<file path="src/rtl/snrt_pkg.sv">
`default_nettype none
package snrt_pkg;
	localparam int DEPTH_DEF = 32;
	localparam int KEY_W = 152;
	localparam int PHONE_W = 32;

	typedef logic [1:0] func_t;
	localparam func_t FN_INSERT = 2'd0;
	localparam func_t FN_LIST   = 2'd1;
	localparam func_t FN_SEARCH = 2'd2;
	localparam func_t FN_DELETE = 2'd3;

	typedef logic [1:0] status_t;
	localparam status_t ST_OK       = 2'd0;
	localparam status_t ST_NOTFOUND = 2'd1;
	localparam status_t ST_EMPTY    = 2'd2;
	localparam status_t ST_FULL     = 2'd3;

	typedef struct packed {
		logic [KEY_W-1:0]   key;
		logic [PHONE_W-1:0] phone;
	} rec_t;

	// per-cycle command broadcast to every cell
	typedef enum logic [2:0] {
		OP_HOLD,
		OP_LOAD,
		OP_SORT_EVEN,
		OP_SORT_ODD,
		OP_SHIFT_UP,
		OP_SHIFT_DOWN
	} op_t;

	typedef struct packed {
		op_t              op;
		rec_t             load_rec;
		logic [KEY_W-1:0] probe;
	} cell_ctl_t;
endpackage
`default_nettype wire

</file>
<file path="src/rtl/snrt_cell.sv">
`default_nettype none
// one table slot; talks only to its two neighbors
module snrt_cell (
	input  wire logic              clk,
	input  wire snrt_pkg::cell_ctl_t ctl,
	input  wire logic              sel,
	input  wire logic              even,
	input  wire snrt_pkg::rec_t    lower,
	input  wire snrt_pkg::rec_t    upper,
	input  wire logic              upper_ok,
	input  wire logic              lower_ok,
	output snrt_pkg::rec_t         rec,
	output logic                   match
);
	snrt_pkg::rec_t rec_q;
	logic gt_up, lt_dn, pair_lead;

	assign rec = rec_q;
	assign match = (rec_q.key == ctl.probe);
	assign gt_up = rec_q.key > upper.key;
	assign lt_dn = lower.key > rec_q.key;
	assign pair_lead = (ctl.op == snrt_pkg::OP_SORT_EVEN) ? even : !even;

	always_ff @(posedge clk) begin
		unique case (ctl.op)
			snrt_pkg::OP_LOAD: begin
				if (sel) rec_q <= ctl.load_rec;
			end
			snrt_pkg::OP_SORT_EVEN, snrt_pkg::OP_SORT_ODD: begin
				if (pair_lead) begin
					if (upper_ok && gt_up) rec_q <= upper;
				end else begin
					if (lower_ok && lt_dn) rec_q <= lower;
				end
			end
			snrt_pkg::OP_SHIFT_DOWN: begin
				if (sel) rec_q <= upper;
			end
			default: begin
			end
		endcase
	end
endmodule
`default_nettype wire

</file>
<file path="config.mk">
export PLATFORM = sky130hd
export DESIGN_NAME = snrt_cell
export DESIGN_NICKNAME = d
export VERILOG_FILES = /design/src/rtl/snrt_pkg.sv /design/src/rtl/snrt_cell.sv
export SDC_FILE = /design/constraint.sdc
export NUM_CORES = 1
export LEC_CHECK = 0
export BUFFER_PORTS_ARGS = -buffer_cell sky130_fd_sc_hd__buf_2
export CAP_MARGIN = 20
export CELL_PAD_IN_SITES_DETAIL_PLACEMENT = 1
export CELL_PAD_IN_SITES_GLOBAL_PLACEMENT = 1
export CORE_AREA = 2 2 347 349
export DETAILED_ROUTE_END_ITERATION = 16
export DIE_AREA = 0 0 349 351
export PLACE_DENSITY_LB_ADDON = 0.3
export SLEW_MARGIN = 20
export SYNTH_ARGS = -nofsm -noshare
export SYNTH_HDL_FRONTEND = slang
export SYNTH_SLANG_ARGS = --single-unit
</file>
<file path="constraint.sdc">
create_clock -name clk -period 22.7 [get_ports clk]
set_input_delay 3.405 -clock clk [delete_from_list [all_inputs] [get_ports clk]]
set_output_delay 3.405 -clock clk [all_outputs]
set_load 0.02 [all_outputs]
</file>
==> qor.csv, run 1 <==
metric;value;unit
Clk Latency, worst-skew pair;0.53;ns
r2r setup slk;17.17;ns
Crit-path slowest cell;xnor2_1;
Core Region;0.119;mm^2
routed vias;19400;
R2R Path Start;rec[153];
Longest Clk Path Bufs;2;
Std-Cell Rows;127;
TritonCTS clock tree;done;
die area;0.122;mm^2
most frequent cells in the layout;896 x buf_2, 501 x inv_1, 304 x ha_1;
global-route wire length before repair;166;mm
DP HPWL;110;mm
Setup CP Type;in -> out;
Mapped Area;0.0180;mm^2
layout cells sized above 1;34.4;%
I/O Pins;897;
clk_skew;0.0177;ns
met1 global-route usage;24.5;%
ys async rst share;0;%
Top FF cell, synth;edfxtp_1;
number of setup buffers added after CTS;0;
commonest non-fill, non-tap cell in the layout;buf_2;
fin area;0.0249;mm^2
crit path max fanout;2;
Final WS setup;12.85;ns
Num CTS Buffers;17;
endpoint type of the worst setup path;primary output;
WP data required;19.30;ns
worst hold path type;reg -> reg;
antenna-violating nets left;0;
Buffers on Ports;896;
clk sinks;184;
DRC violations left;0;
Die X;349;um
total congestion overflow;0;
synthesis-stage register bit count;184;
outcome;finished clean;
Synth cell types;55;
crit path launch;ctl[139];
Worst Tran Pin Value;1.05;ns
Pwr Density;53.6;mW/mm^2
CP arrival;6.44;ns
final wirelength;126;mm
Root Driver;clkbuf_16;
YS warnings;0;
Critical Path End;match;
Post-synth EDFFs;184;
Layout area overhead;38.6;%
max-cap violations;0;
Die Ht;351;um
DP Area;0.0242;mm^2
crit share post-route;43.4;%
hold_ws;1.95;ns
RSZ-0062 raised after global routing;no;
Final Setup Violations;0;
Reg2Reg Depth;12;
max reg flops;184;
GR peak layer;met2;
synthesized net count;2955;
# nets final;3832;
Final Hold Viols;0;
register area share after synthesis;30.8;%
# H-tree levels;4;
Resize count post-CTS;0;
largest net degree at the start of global routing;77;
Final Max Slew Viols;0;
max_slew headroom;29.6;%
DR pass1 iterations;8;
Reg clk slew, reported paths;0.10;ns
number of antenna violations at the first check in global routing;63;
Min Clock Period, post-route;9.85;ns
vias in the first global route;20000;
Critical R2R Capture;rec[77];
hold_buf cts;0;
setup_tns;0;ns
via/cell ratio;4.40;
routing usage on met3;4.60;%
first-iteration detailed-routing DRC count;1769;
dpl ws;12.39;ns
Final GP Congestion;0.888;
syn_area_per_cell;9.26;um^2
wire per inst;28.7;um
maximum vdd drop;0.0628;mV
Slowest Stage Delay on Critical Path;0.77;ns
Startpoint Class;input pin;
cells after synthesis;1939;
leak pwr;12.5;nW
Cell Chain, Critical Path;buf_2 -> xnor2_1 -> nand4_1 -> nor4_1 -> nand4_1 -> nor3_1 -> buf_2;
Starting Density;15.1;%
met2 GRT Util;34.7;%
GRT Total Usage;19.9;%
Achievable Freq;0.102;GHz
[per-stage QoR]
stage	total power, mW	utilization [%]	instances
2_1_floorplan	0.724	-	1939
3_3_place_gp	0.999	20.3	4344
3_5_place_dp	1.00	20.4	4345
4_1_cts	1.37	20.9	4377
5_1_grt	1.42	20.9	4388
6_report	1.33	20.9	4398
[worst min-delay path by stage]
stage                     slack (ns)      from        to  cells after the start
after global routing            2.09  rec[123]  rec[101]                      7
after floorplan                 2.58   rec[35]    rec[0]                      6
after detailed placement        1.99  rec[123]  rec[101]                      7
final                           1.95  rec[123]  rec[101]                      7
after CTS                       2.02  rec[123]  rec[103]                      7
after global placement          1.99  rec[123]  rec[101]                      7
[layer usage]
metal	wire length, um	vias up
met2	61500	896
met1	52400	9351
met3	8960	124
li1	-	8969
met4	3040	30
met5	172	-
[power by group]
group | switching (mW) | internal, mW
Combinational | 0.323 | 0.190
Sequential | 0.0497 | 0.421
Clock | 0.200 | 0.150
[cells in the mapped netlist (6+ instances only)]
cell,count,share of area (%)
o22ai_1,7,0.24
nand2_1,71,1.5
ha_1,304,21
nor3_1,12,0.33
a21o_1,35,1.5
nand3_1,29,0.81
nor2b_1,10,0.35
buf_6,18,1.1
a222oi_1,184,10
edfxtp_1,184,31
nor2_1,28,0.59
xnor2_1,121,5.9
nor4_1,26,0.91
a221oi_1,7,0.34
inv_1,501,10
a211oi_1,12,0.50
nand4_1,86,3.0
o21ai_0,48,1.3
buf_2,31,0.86
clkbuf_1,11,0.23
a21oi_1,122,3.4
nand2b_1,6,0.21
xor2_1,18,0.88
[critical path, delay by kind of cell]
kind          cells  cell delay [ns]
buf+inv           2             0.40
xor+xnor          1             0.77
simple gates      4             1.85
[kinds of logic (layout without fill, tap and decap cells)]
logic type,after synthesis,after routing,share of synthesized area [%]
and+or+nand+nor,292,292,8.92
other,0,21,0
DFF,184,184,30.8
adders and majority gates,304,304,21.2
buffers and inverters,562,1452,12.7
AOI/OAI and AO/OA,458,458,19.6
xor gates and xnor gates,139,139,6.78
[area by class of cell]
| cell class | count | area, um^2 |
|---|---|---|
| fill | 14300 | 94100 |
| multi-input combinational | 1193 | 10200 |
| sequential | 184 | 5530 |
| timing repair buffer | 919 | 4660 |
| tap | 1548 | 1940 |
| inverter | 501 | 1880 |
| clock buffer | 17 | 425 |
| clock inverter | 15 | 175 |
| antenna | 21 | 52.6 |
Note: power is estimated with default switching activity, not from simulation.
==> inputs of run 2 (changes only) <==
- ABC_AREA: unset -> 1
- CORE_AREA: 2 2 347 349 -> 2 2 354 356
- DIE_AREA: 0 0 349 351 -> 0 0 356 358
- clock period: 22.7 -> 9.6 ns (I/O delays scaled with it)
==> qor.csv, run 2 <==
metric;value;unit
final wirelength;119;mm
Final Max Slew Viols;0;
syn_area_per_cell;7.75;um^2
Final Hold Viols;0;
endpoint type of the worst setup path;primary output;
clk_skew;0.0193;ns
top cells by area, synth;edfxtp_1 26%, ha_1 18%, inv_1 7.0%, nand2_1 6.6%, o221ai_2 6.4%;
Cells after DPL;5149;
max reg flops;184;
Setup CP Type;in -> out;
routed vias;23100;
Reg clk slew, reported paths;0.10;ns
Min Clock Period, post-route;5.77;ns
Die Ht;358;um
via/cell ratio;4.44;
DR pass1 iterations;5;
layout cells sized above 1;29.6;%
Starting Density;17.1;%
Core Region;0.123;mm^2
Longest Clk Path Bufs;2;
Startpoint Class;input pin;
worst hold path type;in -> reg;
Total Power;3.18;mW
I/O Pins;897;
commonest non-fill, non-tap cell in the layout;buf_2;
Clk Latency, worst-skew pair;0.56;ns
first-iteration detailed-routing DRC count;1086;
WP data required;8.16;ns
Pwr Density;114;mW/mm^2
synthesis-stage register bit count;184;
TritonCTS clock tree;done;
Buffers on Ports;896;
vias in the first global route;23900;
Achievable Freq;0.173;GHz
crit path max fanout;1;
hold_ws;1.19;ns
Hold Crit Depth;3;
Die X;356;um
RSZ-0062 raised after global routing;no;
top cell type's share of synthesized area;26.2;%
total congestion overflow;0;
Resize count post-CTS;0;
Non-Filler Instances;5205;
Final Setup Violations;0;
global-route wire length before repair;167;mm
Final GP Congestion;0.878;
Synth top cells by count;394 x inv_1, 370 x nand2_1, 314 x nor2_1, 304 x ha_1, 244 x nand3_1;
# nets final;4547;
antenna-violating nets left;0;
DRC violations left;0;
synthesized net count;3741;
cells after synthesis;2725;
register area share after synthesis;26.2;%
GRT Total Usage;18.1;%
number of setup buffers added after CTS;0;
YS warnings;0;
# H-tree levels;4;
Root Driver;clkbuf_16;
Std-Cell Rows;129;
most frequent cells in the layout;896 x buf_2, 394 x inv_1, 369 x nand2_1;
largest net degree at the start of global routing;137;
wire per inst;22.9;um
most common cell in the netlist;inv_1;
clk sinks;184;
crit share post-route;60.1;%
fin area;0.0279;mm^2
post-synth top area cell;edfxtp_1;
Synth cell types;35;
max_slew headroom;14.1;%
Worst Tran Pin Value;1.29;ns
hold_buf cts;0;
Num CTS Buffers;17;
Mapped Area;0.0211;mm^2
outcome;finished clean;
max-cap violations;0;
maximum vdd drop;0.163;mV
fill count;15200;
CP arrival;4.33;ns
leak pwr;13.3;nW
DP HPWL;97.3;mm
Layout area overhead;32.1;%
die area;0.127;mm^2
setup_tns;0;ns
number of antenna violations at the first check in global routing;44;
Reg2Reg Depth;16;
ys async rst share;0;%
Top FF cell, synth;edfxtp_1;
Post-synth EDFFs;184;
DP Area;0.0273;mm^2
[run 2: cell types whose count changed in the layout (fill, tap and decap cells not counted), moves of 19 or more]
cell / change
o21ai_0: +21
nand2_1: +298
o21ai_1: +137
nor2_1: +285
nand3_1: +215
nand4_1: -28
nor4_1: -19
o221ai_1: +58
a222oi_1: -184
o221ai_2: +90
a21o_1: -25
o211ai_1: +28
inv_1: -107
[run 2: final timing paths]
kind / slack [ns] / from / end
setup / recovery: 3.83 / ctl[0] / match
hold / removal: 1.19 / ctl[223] / rec[71]
hold reg to reg: 2.02 / rec[68] / rec[77]
setup reg to reg: 5.52 / rec[119] / rec[97]
[run 2: logic make-up after synthesis]
kind of cell	after synthesis	synth area share (%)
fa+ha+maj	304	18.0
buf+inv	521	10.1
xor+xnor	142	5.89
simple gates	1019	20.7
compound gates	555	19.2
flops	184	26.2
[run 2: final cells by class]
| class | count | area [um^2] | area share [%] |
|---|---|---|---|
| Clock buffer | 17 | 425 | 1.52 |
| Timing Repair Buffer | 911 | 4670 | 16.7 |
| Tap cell | 1637 | 2050 | 7.34 |
| Clock inverter | 15 | 174 | 0.623 |
| Inverter | 397 | 1510 | 5.39 |
| Sequential cell | 184 | 5530 | 19.8 |
| Multi-Input combinational cell | 2020 | 13500 | 48.4 |
| Antenna cell | 24 | 60.1 | 0.215 |
[run 2: stage by stage]
step	setup WS [ns]	utilization [%]
finish	3.83	22.6
global route	3.61	22.6
CTS	3.72	22.6
detailed placement	3.74	22.1
global placement	3.63	22.1
floorplan	1.58	-
[run 2: per-layer routing]
layer  part of all wire, %  GRT usage, %
met1                    42          22.1
met2                    50          31.9
met3                   5.4          3.75
met4                   2.3          5.09
met5                  0.17             0
[run 2: report_power, final]
part / internal (mW) / total, mW / switching [mW]
Sequential: 0.992 / 1.10 / 0.111
Clock: 0.355 / 0.837 / 0.481
Combinational: 0.472 / 1.24 / 0.766
[run 2: worst max-delay path, cell delays in order]
cell     delay [ns]
buf_2          0.10
xnor2_1        0.40
nand4_1        0.27
nor2_1         0.54
nand4_1        0.25
nor4b_1        0.86
buf_4          0.25
buf_2          0.20
